**src/hw/rtl/pip_pkg.sv**
```systemverilog
// ----------------------------------------------------------------------------
// pip_pkg - shared definitions for the point-in-polygon crossing test
// Default sizes, action codes and the status bundle of the edge datapath.
// ----------------------------------------------------------------------------
package pip_pkg;

  localparam int MAX_VERTICES_DEF = 64;
  localparam int COORD_BITS_DEF   = 16;

  localparam logic ACT_WRITE = 1'b0;
  localparam logic ACT_TEST  = 1'b1;

  typedef struct packed {
    logic busy;    // edge beats still in the pipe
    logic parity;  // running crossing parity
  } pip_edge_stat_t;

endpackage

```
**src/hw/rtl/pip_if.sv**
```systemverilog
// ----------------------------------------------------------------------------
// pip_in_if / pip_out_if - valid/ready channels of the crossing test
// One beat moves when valid and ready are both high at a rising edge.
// ----------------------------------------------------------------------------
interface pip_in_if #(
  parameter int IDX_W      = $clog2(pip_pkg::MAX_VERTICES_DEF),
  parameter int COORD_BITS = pip_pkg::COORD_BITS_DEF
);
  logic                         valid;
  logic                         ready;
  logic                         action;
  logic [IDX_W-1:0]             vertex_index;
  logic signed [COORD_BITS-1:0] coord_x;
  logic signed [COORD_BITS-1:0] coord_y;
  logic                         group_start;

  modport source (output valid, action, vertex_index, coord_x, coord_y, group_start,
                  input ready);
  modport sink   (input valid, action, vertex_index, coord_x, coord_y, group_start,
                  output ready);
endinterface

interface pip_out_if;
  logic valid;
  logic ready;
  logic inside_res;
  logic any_inside;

  modport source (output valid, inside_res, any_inside, input ready);
  modport sink   (input valid, inside_res, any_inside, output ready);
endinterface

```
**src/hw/rtl/pip_ram.sv**
```systemverilog
// ----------------------------------------------------------------------------
// pip_ram - generic single-write, single-read RAM
// One write port and one read port; read data registered.
// ----------------------------------------------------------------------------
module pip_ram #(
  parameter int WIDTH = 32,
  parameter int DEPTH = 64,
  localparam int AW   = (DEPTH > 1) ? $clog2(DEPTH) : 1
) (
  input  logic             clk,
  input  logic             we,
  input  logic [AW-1:0]    waddr,
  input  logic [WIDTH-1:0] wdata,
  input  logic             re,
  input  logic [AW-1:0]    raddr,
  output logic [WIDTH-1:0] rdata
);

  logic [WIDTH-1:0] mem [DEPTH];

  always_ff @(posedge clk) begin
    if (we) begin
      mem[waddr] <= wdata;
    end
    if (re) begin
      rdata <= mem[raddr];
    end
  end

endmodule

```
**src/hw/rtl/pip_edge.sv**
```systemverilog
// ----------------------------------------------------------------------------
// pip_edge - per-edge crossing datapath
// Takes one vertex beat per cycle from the store, pairs it with the previous
// one and toggles the parity when the edge crosses at or right of the query point.
// ----------------------------------------------------------------------------
module pip_edge #(
  parameter int COORD_BITS = pip_pkg::COORD_BITS_DEF
) (
  input  logic                         clk,
  input  logic                         rst_n,
  input  logic                         clr,
  input  logic                         rd_vld,
  input  logic                         rd_first,
  input  logic signed [COORD_BITS-1:0] rd_x,
  input  logic signed [COORD_BITS-1:0] rd_y,
  input  logic signed [COORD_BITS-1:0] px,
  input  logic signed [COORD_BITS-1:0] py,
  output pip_pkg::pip_edge_stat_t      stat
);
  import pip_pkg::*;

  localparam int C = COORD_BITS;

  logic signed [C-1:0]   prev_x_r, prev_y_r;

  logic signed [C:0]     a_nxt, b_nxt, c_nxt, d_nxt;
  logic                  strad_nxt, v1_nxt;
  logic signed [C:0]     a1_r, b1_r, c1_r, d1_r;
  logic                  v1_r, strad1_r, dyneg1_r;

  logic signed [2*C+1:0] p1_nxt, p2_nxt, p1_r, p2_r;
  logic                  v2_r, strad2_r, dyneg2_r;

  logic                  left;
  logic                  inside_r, inside_nxt;

  // i is the beat arriving now, j the one before it
  assign a_nxt     = {px[C-1], px} - {rd_x[C-1], rd_x};
  assign b_nxt     = {prev_y_r[C-1], prev_y_r} - {rd_y[C-1], rd_y};
  assign c_nxt     = {prev_x_r[C-1], prev_x_r} - {rd_x[C-1], rd_x};
  assign d_nxt     = {py[C-1], py} - {rd_y[C-1], rd_y};
  assign strad_nxt = (rd_y >= py) != (prev_y_r >= py);
  assign v1_nxt    = rd_vld && !rd_first;

  assign p1_nxt = (2*C+2)'(a1_r) * (2*C+2)'(b1_r);
  assign p2_nxt = (2*C+2)'(c1_r) * (2*C+2)'(d1_r);

  // straddling edge has dy != 0; sign of dy picks the comparison
  assign left = dyneg2_r ? (p1_r >= p2_r) : (p1_r <= p2_r);

  always_comb begin
    inside_nxt = inside_r;
    if (clr) begin
      inside_nxt = 1'b0;
    end else if (v2_r && strad2_r && left) begin
      inside_nxt = !inside_r;
    end
  end

  always_ff @(posedge clk) begin
    if (!rst_n) begin
      v1_r     <= 1'b0;
      v2_r     <= 1'b0;
      inside_r <= 1'b0;
    end else begin
      v1_r     <= v1_nxt;
      v2_r     <= v1_r;
      inside_r <= inside_nxt;
    end
  end

  always_ff @(posedge clk) begin
    if (rd_vld) begin
      prev_x_r <= rd_x;
      prev_y_r <= rd_y;
    end
    a1_r     <= a_nxt;
    b1_r     <= b_nxt;
    c1_r     <= c_nxt;
    d1_r     <= d_nxt;
    strad1_r <= strad_nxt;
    dyneg1_r <= b_nxt[C];
    p1_r     <= p1_nxt;
    p2_r     <= p2_nxt;
    strad2_r <= strad1_r;
    dyneg2_r <= dyneg1_r;
  end

  assign stat.busy   = v1_r || v2_r;
  assign stat.parity = inside_r;

endmodule

```
**src/hw/rtl/point_in_polygon_crossing_test_top.sv**
```systemverilog
// ----------------------------------------------------------------------------
// point_in_polygon_crossing_test_top - crossing-number point-in-polygon test
// Vertex store in one RAM; a test beat sweeps all stored edges for a parity.
// ----------------------------------------------------------------------------
// Vertex write: stored, no result.
// Test, from accept to result: n + 1 reads (n = vertices in use, none when n is 0)
//   of the single RAM port, one a cycle, then subtract / multiply / compare.
// One test at a time; the next beat is taken as the result appears, but a result
//   still waiting for ready holds back the next result, and so the next beat.
// Reset (synchronous, rst_n low) clears count, accumulator and control, not the RAM.
module point_in_polygon_crossing_test_top #(
  parameter int MAX_VERTICES = pip_pkg::MAX_VERTICES_DEF,
  parameter int COORD_BITS   = pip_pkg::COORD_BITS_DEF,
  localparam int IDX_W       = $clog2(MAX_VERTICES),
  localparam int CNT_W       = $clog2(MAX_VERTICES + 1)
) (
  input  logic             clk,
  input  logic             rst_n,
  pip_in_if.sink           in_ch,
  pip_out_if.source        out_ch,
  input  logic             cfg_we,
  input  logic [CNT_W-1:0] cfg_wdata
);
  import pip_pkg::*;

  localparam int C = COORD_BITS;
  localparam logic [IDX_W:0]   IDX_LIM = (IDX_W+1)'(MAX_VERTICES);
  localparam logic [CNT_W-1:0] N_MAX   = CNT_W'(MAX_VERTICES);

  typedef enum logic [2:0] {
    ST_IDLE  = 3'b001,
    ST_SCAN  = 3'b010,
    ST_DRAIN = 3'b100
  } state_t;

  state_t           state_r, state_nxt;
  logic [CNT_W-1:0] cnt_r;
  logic [CNT_W-1:0] n_sat, n_m1;
  logic [IDX_W-1:0] addr_r, addr_nxt;
  logic [CNT_W-1:0] step_r, step_nxt;
  logic signed [C-1:0] px_r, py_r;
  logic             grp_r;
  logic             acc_r, acc_nxt;
  logic             rvalid_r, rfirst_r;
  logic             out_valid_r, out_valid_nxt;
  logic             out_inside_r, out_inside_nxt;
  logic             out_any_r, out_any_nxt;

  logic             in_acc, is_test, out_free, out_load, hit_any;
  logic             ram_we, ram_re;
  logic [2*C-1:0]   ram_rdata;
  pip_edge_stat_t   edge_stat;

  assign n_sat    = (cnt_r > N_MAX) ? N_MAX : cnt_r;
  assign n_m1     = n_sat - 1'b1;
  assign in_ch.ready = (state_r == ST_IDLE);
  assign in_acc   = in_ch.valid && in_ch.ready;
  assign is_test  = in_acc && (in_ch.action == ACT_TEST);
  assign out_free = !out_valid_r || out_ch.ready;
  assign out_load = (state_r == ST_DRAIN) && !rvalid_r && !edge_stat.busy && out_free;
  assign hit_any  = (grp_r ? 1'b0 : acc_r) | edge_stat.parity;

  assign ram_we = in_acc && (in_ch.action == ACT_WRITE) &&
                  ({1'b0, in_ch.vertex_index} < IDX_LIM);
  assign ram_re = (state_r == ST_SCAN);

  pip_ram #(
    .WIDTH (2*C),
    .DEPTH (MAX_VERTICES)
  ) u_vtx_ram (
    .clk   (clk),
    .we    (ram_we),
    .waddr (in_ch.vertex_index),
    .wdata ({in_ch.coord_x, in_ch.coord_y}),
    .re    (ram_re),
    .raddr (addr_r),
    .rdata (ram_rdata)
  );

  pip_edge #(
    .COORD_BITS (C)
  ) u_edge (
    .clk      (clk),
    .rst_n    (rst_n),
    .clr      (is_test),
    .rd_vld   (rvalid_r),
    .rd_first (rfirst_r),
    .rd_x     ($signed(ram_rdata[2*C-1:C])),
    .rd_y     ($signed(ram_rdata[C-1:0])),
    .px       (px_r),
    .py       (py_r),
    .stat     (edge_stat)
  );

  always_comb begin
    state_nxt      = state_r;
    addr_nxt       = addr_r;
    step_nxt       = step_r;
    acc_nxt        = acc_r;
    out_valid_nxt  = out_valid_r && !out_ch.ready;
    out_inside_nxt = out_inside_r;
    out_any_nxt    = out_any_r;
    unique case (state_r)
      ST_IDLE: begin
        if (is_test) begin
          // last vertex first, so edge (0, n-1) comes out of the first pair
          addr_nxt  = n_m1[IDX_W-1:0];
          step_nxt  = '0;
          state_nxt = (n_sat == '0) ? ST_DRAIN : ST_SCAN;
        end
      end
      ST_SCAN: begin
        addr_nxt = (step_r == '0) ? '0 : addr_r + 1'b1;
        step_nxt = step_r + 1'b1;
        if (step_r == n_sat) begin
          state_nxt = ST_DRAIN;
        end
      end
      ST_DRAIN: begin
        if (out_load) begin
          out_valid_nxt  = 1'b1;
          out_inside_nxt = edge_stat.parity;
          out_any_nxt    = hit_any;
          acc_nxt        = hit_any;
          state_nxt      = ST_IDLE;
        end
      end
      default: state_nxt = ST_IDLE;
    endcase
  end

  always_ff @(posedge clk) begin
    if (!rst_n) begin
      state_r     <= ST_IDLE;
      cnt_r       <= '0;
      acc_r       <= 1'b0;
      rvalid_r    <= 1'b0;
      rfirst_r    <= 1'b0;
      out_valid_r <= 1'b0;
    end else begin
      state_r     <= state_nxt;
      acc_r       <= acc_nxt;
      rvalid_r    <= ram_re;
      rfirst_r    <= ram_re && (step_r == '0);
      out_valid_r <= out_valid_nxt;
      if (cfg_we) begin
        cnt_r <= cfg_wdata;
      end
    end
  end

  always_ff @(posedge clk) begin
    addr_r       <= addr_nxt;
    step_r       <= step_nxt;
    out_inside_r <= out_inside_nxt;
    out_any_r    <= out_any_nxt;
    if (is_test) begin
      px_r  <= in_ch.coord_x;
      py_r  <= in_ch.coord_y;
      grp_r <= in_ch.group_start;
    end
  end

  assign out_ch.valid      = out_valid_r;
  assign out_ch.inside_res = out_inside_r;
  assign out_ch.any_inside = out_any_r;

  // store is never written while a sweep reads it
  a_no_rw_clash: assert property (@(posedge clk) disable iff (!rst_n)
    !(ram_we && ram_re))
    else $error("vertex RAM written during sweep");

  a_test_leaves_idle: assert property (@(posedge clk) disable iff (!rst_n)
    is_test |=> (state_r != ST_IDLE))
    else $error("test beat did not start a sweep");

  a_load_when_empty: assert property (@(posedge clk) disable iff (!rst_n)
    out_load |-> (!rvalid_r && !edge_stat.busy))
    else $error("result taken with edges in flight");

  a_step_bound: assert property (@(posedge clk) disable iff (!rst_n)
    (state_r == ST_SCAN) |-> (step_r <= n_sat))
    else $error("sweep ran past vertex count");

  a_any_covers_hit: assert property (@(posedge clk) disable iff (!rst_n)
    (out_valid_r && out_inside_r) |-> out_any_r)
    else $error("accumulator misses an inside hit");

endmodule

```
**src/flat_wrapper.sv**
```systemverilog
// flat-port wrapper written by rule: the top's interface ports become plain ports
module point_in_polygon_crossing_test_top_flat import pip_pkg::*;
#(
  parameter int MAX_VERTICES = pip_pkg::MAX_VERTICES_DEF,
  parameter int COORD_BITS   = pip_pkg::COORD_BITS_DEF,
  localparam int IDX_W       = $clog2(MAX_VERTICES),
  localparam int CNT_W       = $clog2(MAX_VERTICES + 1)
)
  (clk, rst_n, cfg_we, cfg_wdata, in_ch_valid, in_ch_action, in_ch_vertex_index, in_ch_coord_x, in_ch_coord_y, in_ch_group_start, in_ch_ready, out_ch_valid, out_ch_inside_res, out_ch_any_inside, out_ch_ready);
  pip_in_if #(.IDX_W(($clog2((MAX_VERTICES_DEF)))), .COORD_BITS(COORD_BITS)) in_ch_i ();
  pip_out_if out_ch_i ();
  input  logic clk;
  input  logic rst_n;
  input  logic cfg_we;
  input  logic [CNT_W-1:0] cfg_wdata;
  input wire logic [$bits(in_ch_i.valid)-1:0] in_ch_valid;
  input wire logic [$bits(in_ch_i.action)-1:0] in_ch_action;
  input wire logic [$bits(in_ch_i.vertex_index)-1:0] in_ch_vertex_index;
  input wire logic [$bits(in_ch_i.coord_x)-1:0] in_ch_coord_x;
  input wire logic [$bits(in_ch_i.coord_y)-1:0] in_ch_coord_y;
  input wire logic [$bits(in_ch_i.group_start)-1:0] in_ch_group_start;
  output wire logic [$bits(in_ch_i.ready)-1:0] in_ch_ready;
  output wire logic [$bits(out_ch_i.valid)-1:0] out_ch_valid;
  output wire logic [$bits(out_ch_i.inside_res)-1:0] out_ch_inside_res;
  output wire logic [$bits(out_ch_i.any_inside)-1:0] out_ch_any_inside;
  input wire logic [$bits(out_ch_i.ready)-1:0] out_ch_ready;
  assign in_ch_i.valid = in_ch_valid;
  assign in_ch_i.action = in_ch_action;
  assign in_ch_i.vertex_index = in_ch_vertex_index;
  assign in_ch_i.coord_x = in_ch_coord_x;
  assign in_ch_i.coord_y = in_ch_coord_y;
  assign in_ch_i.group_start = in_ch_group_start;
  assign in_ch_ready = in_ch_i.ready;
  assign out_ch_valid = out_ch_i.valid;
  assign out_ch_inside_res = out_ch_i.inside_res;
  assign out_ch_any_inside = out_ch_i.any_inside;
  assign out_ch_i.ready = out_ch_ready;
  point_in_polygon_crossing_test_top #(.MAX_VERTICES(MAX_VERTICES), .COORD_BITS(COORD_BITS)) u_core (.clk(clk), .rst_n(rst_n), .in_ch(in_ch_i), .out_ch(out_ch_i), .cfg_we(cfg_we), .cfg_wdata(cfg_wdata));
endmodule
```
**config.mk**
```make
export PLATFORM = sky130hd
export DESIGN_NAME = point_in_polygon_crossing_test_top_flat
export DESIGN_NICKNAME = d
export VERILOG_FILES = /design/src/hw/rtl/pip_pkg.sv /design/src/hw/rtl/pip_if.sv /design/src/hw/rtl/pip_ram.sv /design/src/hw/rtl/pip_edge.sv /design/src/hw/rtl/point_in_polygon_crossing_test_top.sv /design/src/flat_wrapper.sv
export SDC_FILE = /design/constraint.sdc
export NUM_CORES = 2
export LEC_CHECK = 0
export BUFFER_PORTS_ARGS = -buffer_cell sky130_fd_sc_hd__clkbuf_2
export CAP_MARGIN = 40
export CELL_PAD_IN_SITES_DETAIL_PLACEMENT = 1
export CELL_PAD_IN_SITES_GLOBAL_PLACEMENT = 1
export CORE_ASPECT_RATIO = 1.75
export CORE_UTILIZATION = 55
export CTS_CLUSTER_DIAMETER = 100
export DETAILED_ROUTE_END_ITERATION = 12
export PLACE_DENSITY = 0.87
export SETUP_SLACK_MARGIN = 0.5
export SLEW_MARGIN = 20
export SYNTH_ARGS = -nofsm -noshare
export SYNTH_HDL_FRONTEND = slang
export SYNTH_HIERARCHICAL = 1
export SYNTH_SLANG_ARGS = --single-unit
```
**constraint.sdc**
```tcl
create_clock -name clk -period 17.34 [get_ports clk]
set_clock_uncertainty 0.1 [all_clocks]
set_input_delay 0.867 -clock clk [delete_from_list [all_inputs] [get_ports clk]]
set_output_delay 0.867 -clock clk [all_outputs]
set_load 0.02 [all_outputs]
```
==> summary.md <==
| Metric | Value |
|---|---|
| GRT Util Overall | `35.51%` |
| Crit path max-delay family | `adder cells` |
| Routed wire length | `375600 um` |
| Postcts setup bufs | `0` |
| First-pass GRT wire length | `508100 um` |
| Req. time, crit path | `17.93 ns` |
| P_leak | `44.52 nW` |
| Post-synth top area cell | `edfxtp_1` |
| Cell Chain, Critical Path | `nand2_1 -> inv_1 -> fa_1 -> fa_1 -> fa_1 -> fa_1 -> fa_1 -> inv_1 -> fa_1 -> inv_1 -> ha_1 -> nand2_1 -> nor2_1 -> nand2_1 -> nor3_1 -> o41ai_4 -> o311ai_1 -> a21oi_1 -> xnor2_1` |
| Tmin final | `7.155 ns` |
| Layout Nets | `7793` |
| #FFs+latches synth | `2316` |
| Hold buffers post-CTS | `0` |
| Total power | `0.02022 W` |
| Pin count of the biggest net entering global routing | `122` |
| Worst Hold Launch | `in_ch_group_start` |
| Max rail drop VDD | `0.2681 mV` |
| Routability cong. | `0.9180` |
| Worst hold path depth | `1` |
| Syn_nets | `7625` |
| Worst r2r src | `u_core/u_edge/a1_r[16]` |
| Synth Instances | `6687` |
| Clock sink count | `2316` |
| Worst Setup Start Kind | `flip-flop` |
| Die ar. | `0.2041 mm2` |
| RSZ-0062 raised after global routing | `false` |
| Clock root cell | `clkbuf_16` |
| Sequential-to-total area share from yosys stat | `61.12%` |
| Tcrit/Tclk final | `41.26%` |
| Num rows | `218` |
| Share of cells above drive strength 1 | `16.47%` |
| Skew-Pair Late Insertion Delay | `0.89 ns` |
| Layout area overhead | `10.10%` |
| Max Slew Vio Count | `2` |
| Violated checks | `design-rule violations, max-capacitance violations, max-slew violations` |
| Final hold vios | `0` |
| Post-synth top cells | `edfxtp_1 (2160), inv_1 (727), fa_1 (596)` |
| Ys flop type | `edfxtp_1` |
| Vias per cell | `6.886` |
| Setup_tns | `0 ns` |
| DR pass1 iterations | `12` |
| Slew of the pin with the lowest slew margin | `1.670 ns` |
| Deepest clock path buffer count | `4` |
| Pwr Density | `165.1 mW/mm2` |
| Relative slew slack | `-11.32%` |
| Hold path endpoint | `u_core/grp_r` |
| Core outline area | `0.2013 mm2` |
| CTS Buf Count | `207` |
| Initial Util | `55.25%` |
| Ranking of synthesized cells by area | `edfxtp_1 (58%), mux4_2 (11%), fa_1 (11%)` |
| R2R Path End | `u_core/u_edge/p1_r[33]` |
| Synth top area share | `58.32%` |
| Fmax achieved | `0.1398 GHz` |
| # placed instances | `9262` |
| Die Span Y | `596.9 um` |
| Distinct cells, synth | `82` |
| Outcome | `complete, but fails checks` |
| CP peak stage delay | `0.96 ns` |
| CP Class | `flip-flop to flip-flop` |
| DRC violations left | `24` |
| Synth warnings | `6` |
| Clock Pin Slew Worst Setup and Hold Paths | `0.08 ns` |
| 1st-iter DRT viols | `10500` |
| Worst endpoint data arrival time | `7.75 ns` |
| Routed Antenna Nets | `0` |
| HP Class | `primary input to flip-flop` |
| Final Util | `60.83%` |
| Cell Area, Synth | `0.1112 mm2` |
| R2R Setup Slk | `10.19 ns` |
| Vias post-DR | `66600` |
| Count leader, synth | `edfxtp_1` |
| R2R cell count | `19` |
| Ports | `56` |
| Number of enable flip-flop cells after synthesis | `2160` |
| Grt ovf | `0` |
| PortBufs | `55` |
| DR WL/cell | `38.83 um` |
| Worst setup EP type | `flip-flop` |
| Horiz. Die Dim | `341.9 um` |
| Vias in the first global route | `70700` |
| Highest net fanout along the worst path | `17` |
| Synth Area per Inst | `16.63 um2` |
| Slowest CP cell | `fa_1` |
| Max Cap Violations | `2` |
| Post-cts sizing count | `0` |
| Cell repeated most along the worst path | `fa_1` |
| Ys async rst share | `0%` |
| Finished Layout Cells | `9672` |
| Placed wire-length estimate | `212600 um` |
| CTS tree | `done` |
| CP Buf/Inv Count | `3` |
| Final setup vio count | `0` |
| H-tree depth | `4` |
| Initial antenna violation count | `27` |
power breakdown:
group | leakage [nW] | internal [W] | switching [W]
logic | 20.6 | 0.00353 | 0.00544
clock network | 3.23 | 0.00255 | 0.00226
registers | 20.7 | 0.00634 | 0.0000951
total | 44.5 | 0.0124 | 0.00779
worst reg2reg max path, cell delays in order, from the launching register on:
cell and delay [ns]:
dfxtp_1 0.80, nand2_1 0.25, inv_1 0.16, fa_1 0.58
fa_1 0.96, fa_1 0.54, fa_1 0.54, fa_1 0.52
inv_1 0.06, fa_1 0.48, inv_1 0.04, ha_1 0.35
nand2_1 0.10, nor2_1 0.27, nand2_1 0.11, nor3_1 0.38
o41ai_4 0.17, o311ai_1 0.33, a21oi_1 0.13, xnor2_1 0.13
layout by cell type (no fill, tap or decap), types with 14 or more instances in the layout:
cell / synthesis / routed
edfxtp_1: 2160 / 2160
inv_1: 727 / 727
fa_1: 596 / 596
mux4_2: 544 / 544
nand2_1: 342 / 341
and2_1: 300 / 300
ha_1: 290 / 290
nor2_1: 280 / 216
clkbuf_16: 0 / 214
dfxtp_1: 156 / 155
a21oi_1: 150 / 147
buf_4: 26 / 132
mux2i_1: 101 / 101
o22ai_1: 90 / 89
xnor2_1: 88 / 88
nor2_4: 0 / 62
clkbuf_2: 0 / 56
o21ai_0: 55 / 55
nor3_1: 54 / 51
clkbuf_1: 154 / 44
nand3_1: 43 / 43
a21o_1: 42 / 42
clkinv_1: 1 / 40
nor2b_1: 40 / 39
nand2b_1: 31 / 31
o221ai_1: 30 / 30
o21a_1: 29 / 29
xor2_1: 29 / 29
clkinv_2: 0 / 27
nand4_1: 21 / 21
bufinv_16: 0 / 18
and3_1: 16 / 16
diode_2: 0 / 14
layer usage:
metal  wire length (um)  up-vias  share of wire, %  GRT usage [%]
met5                150        -             0.040              0
met4              39440       24                11          30.43
met3              39020     1737                10          6.763
met2             184800     5723                49          59.29
met1             112200    34110                30          38.96
li1                   -    25010                 -              -
cell families after synthesis:
family / Yosys count / share of synthesized area (%)
AO/OA/AOI/OAI: 542 / 3.257
buffers and inverters: 998 / 3.569
AND/OR/NAND/NOR: 1182 / 5.205
multiplexers: 646 / 11.93
XOR/XNOR: 117 / 0.9213
flip-flops: 2316 / 61.12
adder cells (fa/ha/maj): 886 / 13.99
worst max-delay path by stage:
stage,slack [ns],from,cells past startpoint,end
after floorplan,11.26,u_core/u_edge/b1_r[8],24,u_core/u_edge/p1_r[30]
after global placement,10.74,u_core/u_edge/a1_r[0],19,u_core/u_edge/p1_r[30]
after detailed placement,10.52,u_core/u_edge/d1_r[2],19,u_core/u_edge/p2_r[33]
after CTS,10.37,u_core/u_edge/a1_r[16],19,u_core/u_edge/p1_r[33]
after global routing,10.03,u_core/u_edge/a1_r[16],19,u_core/u_edge/p1_r[33]
final,10.19,u_core/u_edge/a1_r[16],19,u_core/u_edge/p1_r[33]
final cells by class:
type	instances	area (um2)
clock buffers	262	5560
repair buffers	228	1972
fillers	17760	78840
diodes	14	35.03
well taps	2640	3303
flip-flops and latches	2316	67990
inverters	729	2736
multi-input cells	3373	39780
clock inverters	110	1080
state kept, by name (all words and copies together), names as in the netlist, 16 cells and up:
signal,cells
u_core/u_edge/prev_y_r,16
u_core/u_vtx_ram/rdata,32
u_core/u_edge/c1_r,17
u_core/py_r,16
u_core/u_edge/b1_r,17
u_core/u_edge/p1_r,34
u_core/px_r,16
u_core/u_edge/a1_r,17
u_core/u_vtx_ram/mem,2048
u_core/u_edge/prev_x_r,16
u_core/u_edge/p2_r,34
u_core/u_edge/d1_r,17
per-stage QoR:
| step | instance area (um2) | hold WS, ns | setup slack [ns] |
|---|---|---|---|
| 2_1_floorplan | 111200 | 0.2096 | 11.26 |
| 3_3_place_gp | 115100 | 0.2172 | 10.74 |
| 3_5_place_dp | 115400 | 0.2254 | 10.52 |
| 4_1_cts | 122000 | 0.07448 | 10.37 |
| 5_1_grt | 122400 | 0.1001 | 10.03 |
| 6_report | 122500 | 0.1097 | 10.19 |
No activity file was read; power rests on OpenSTA's default activity.
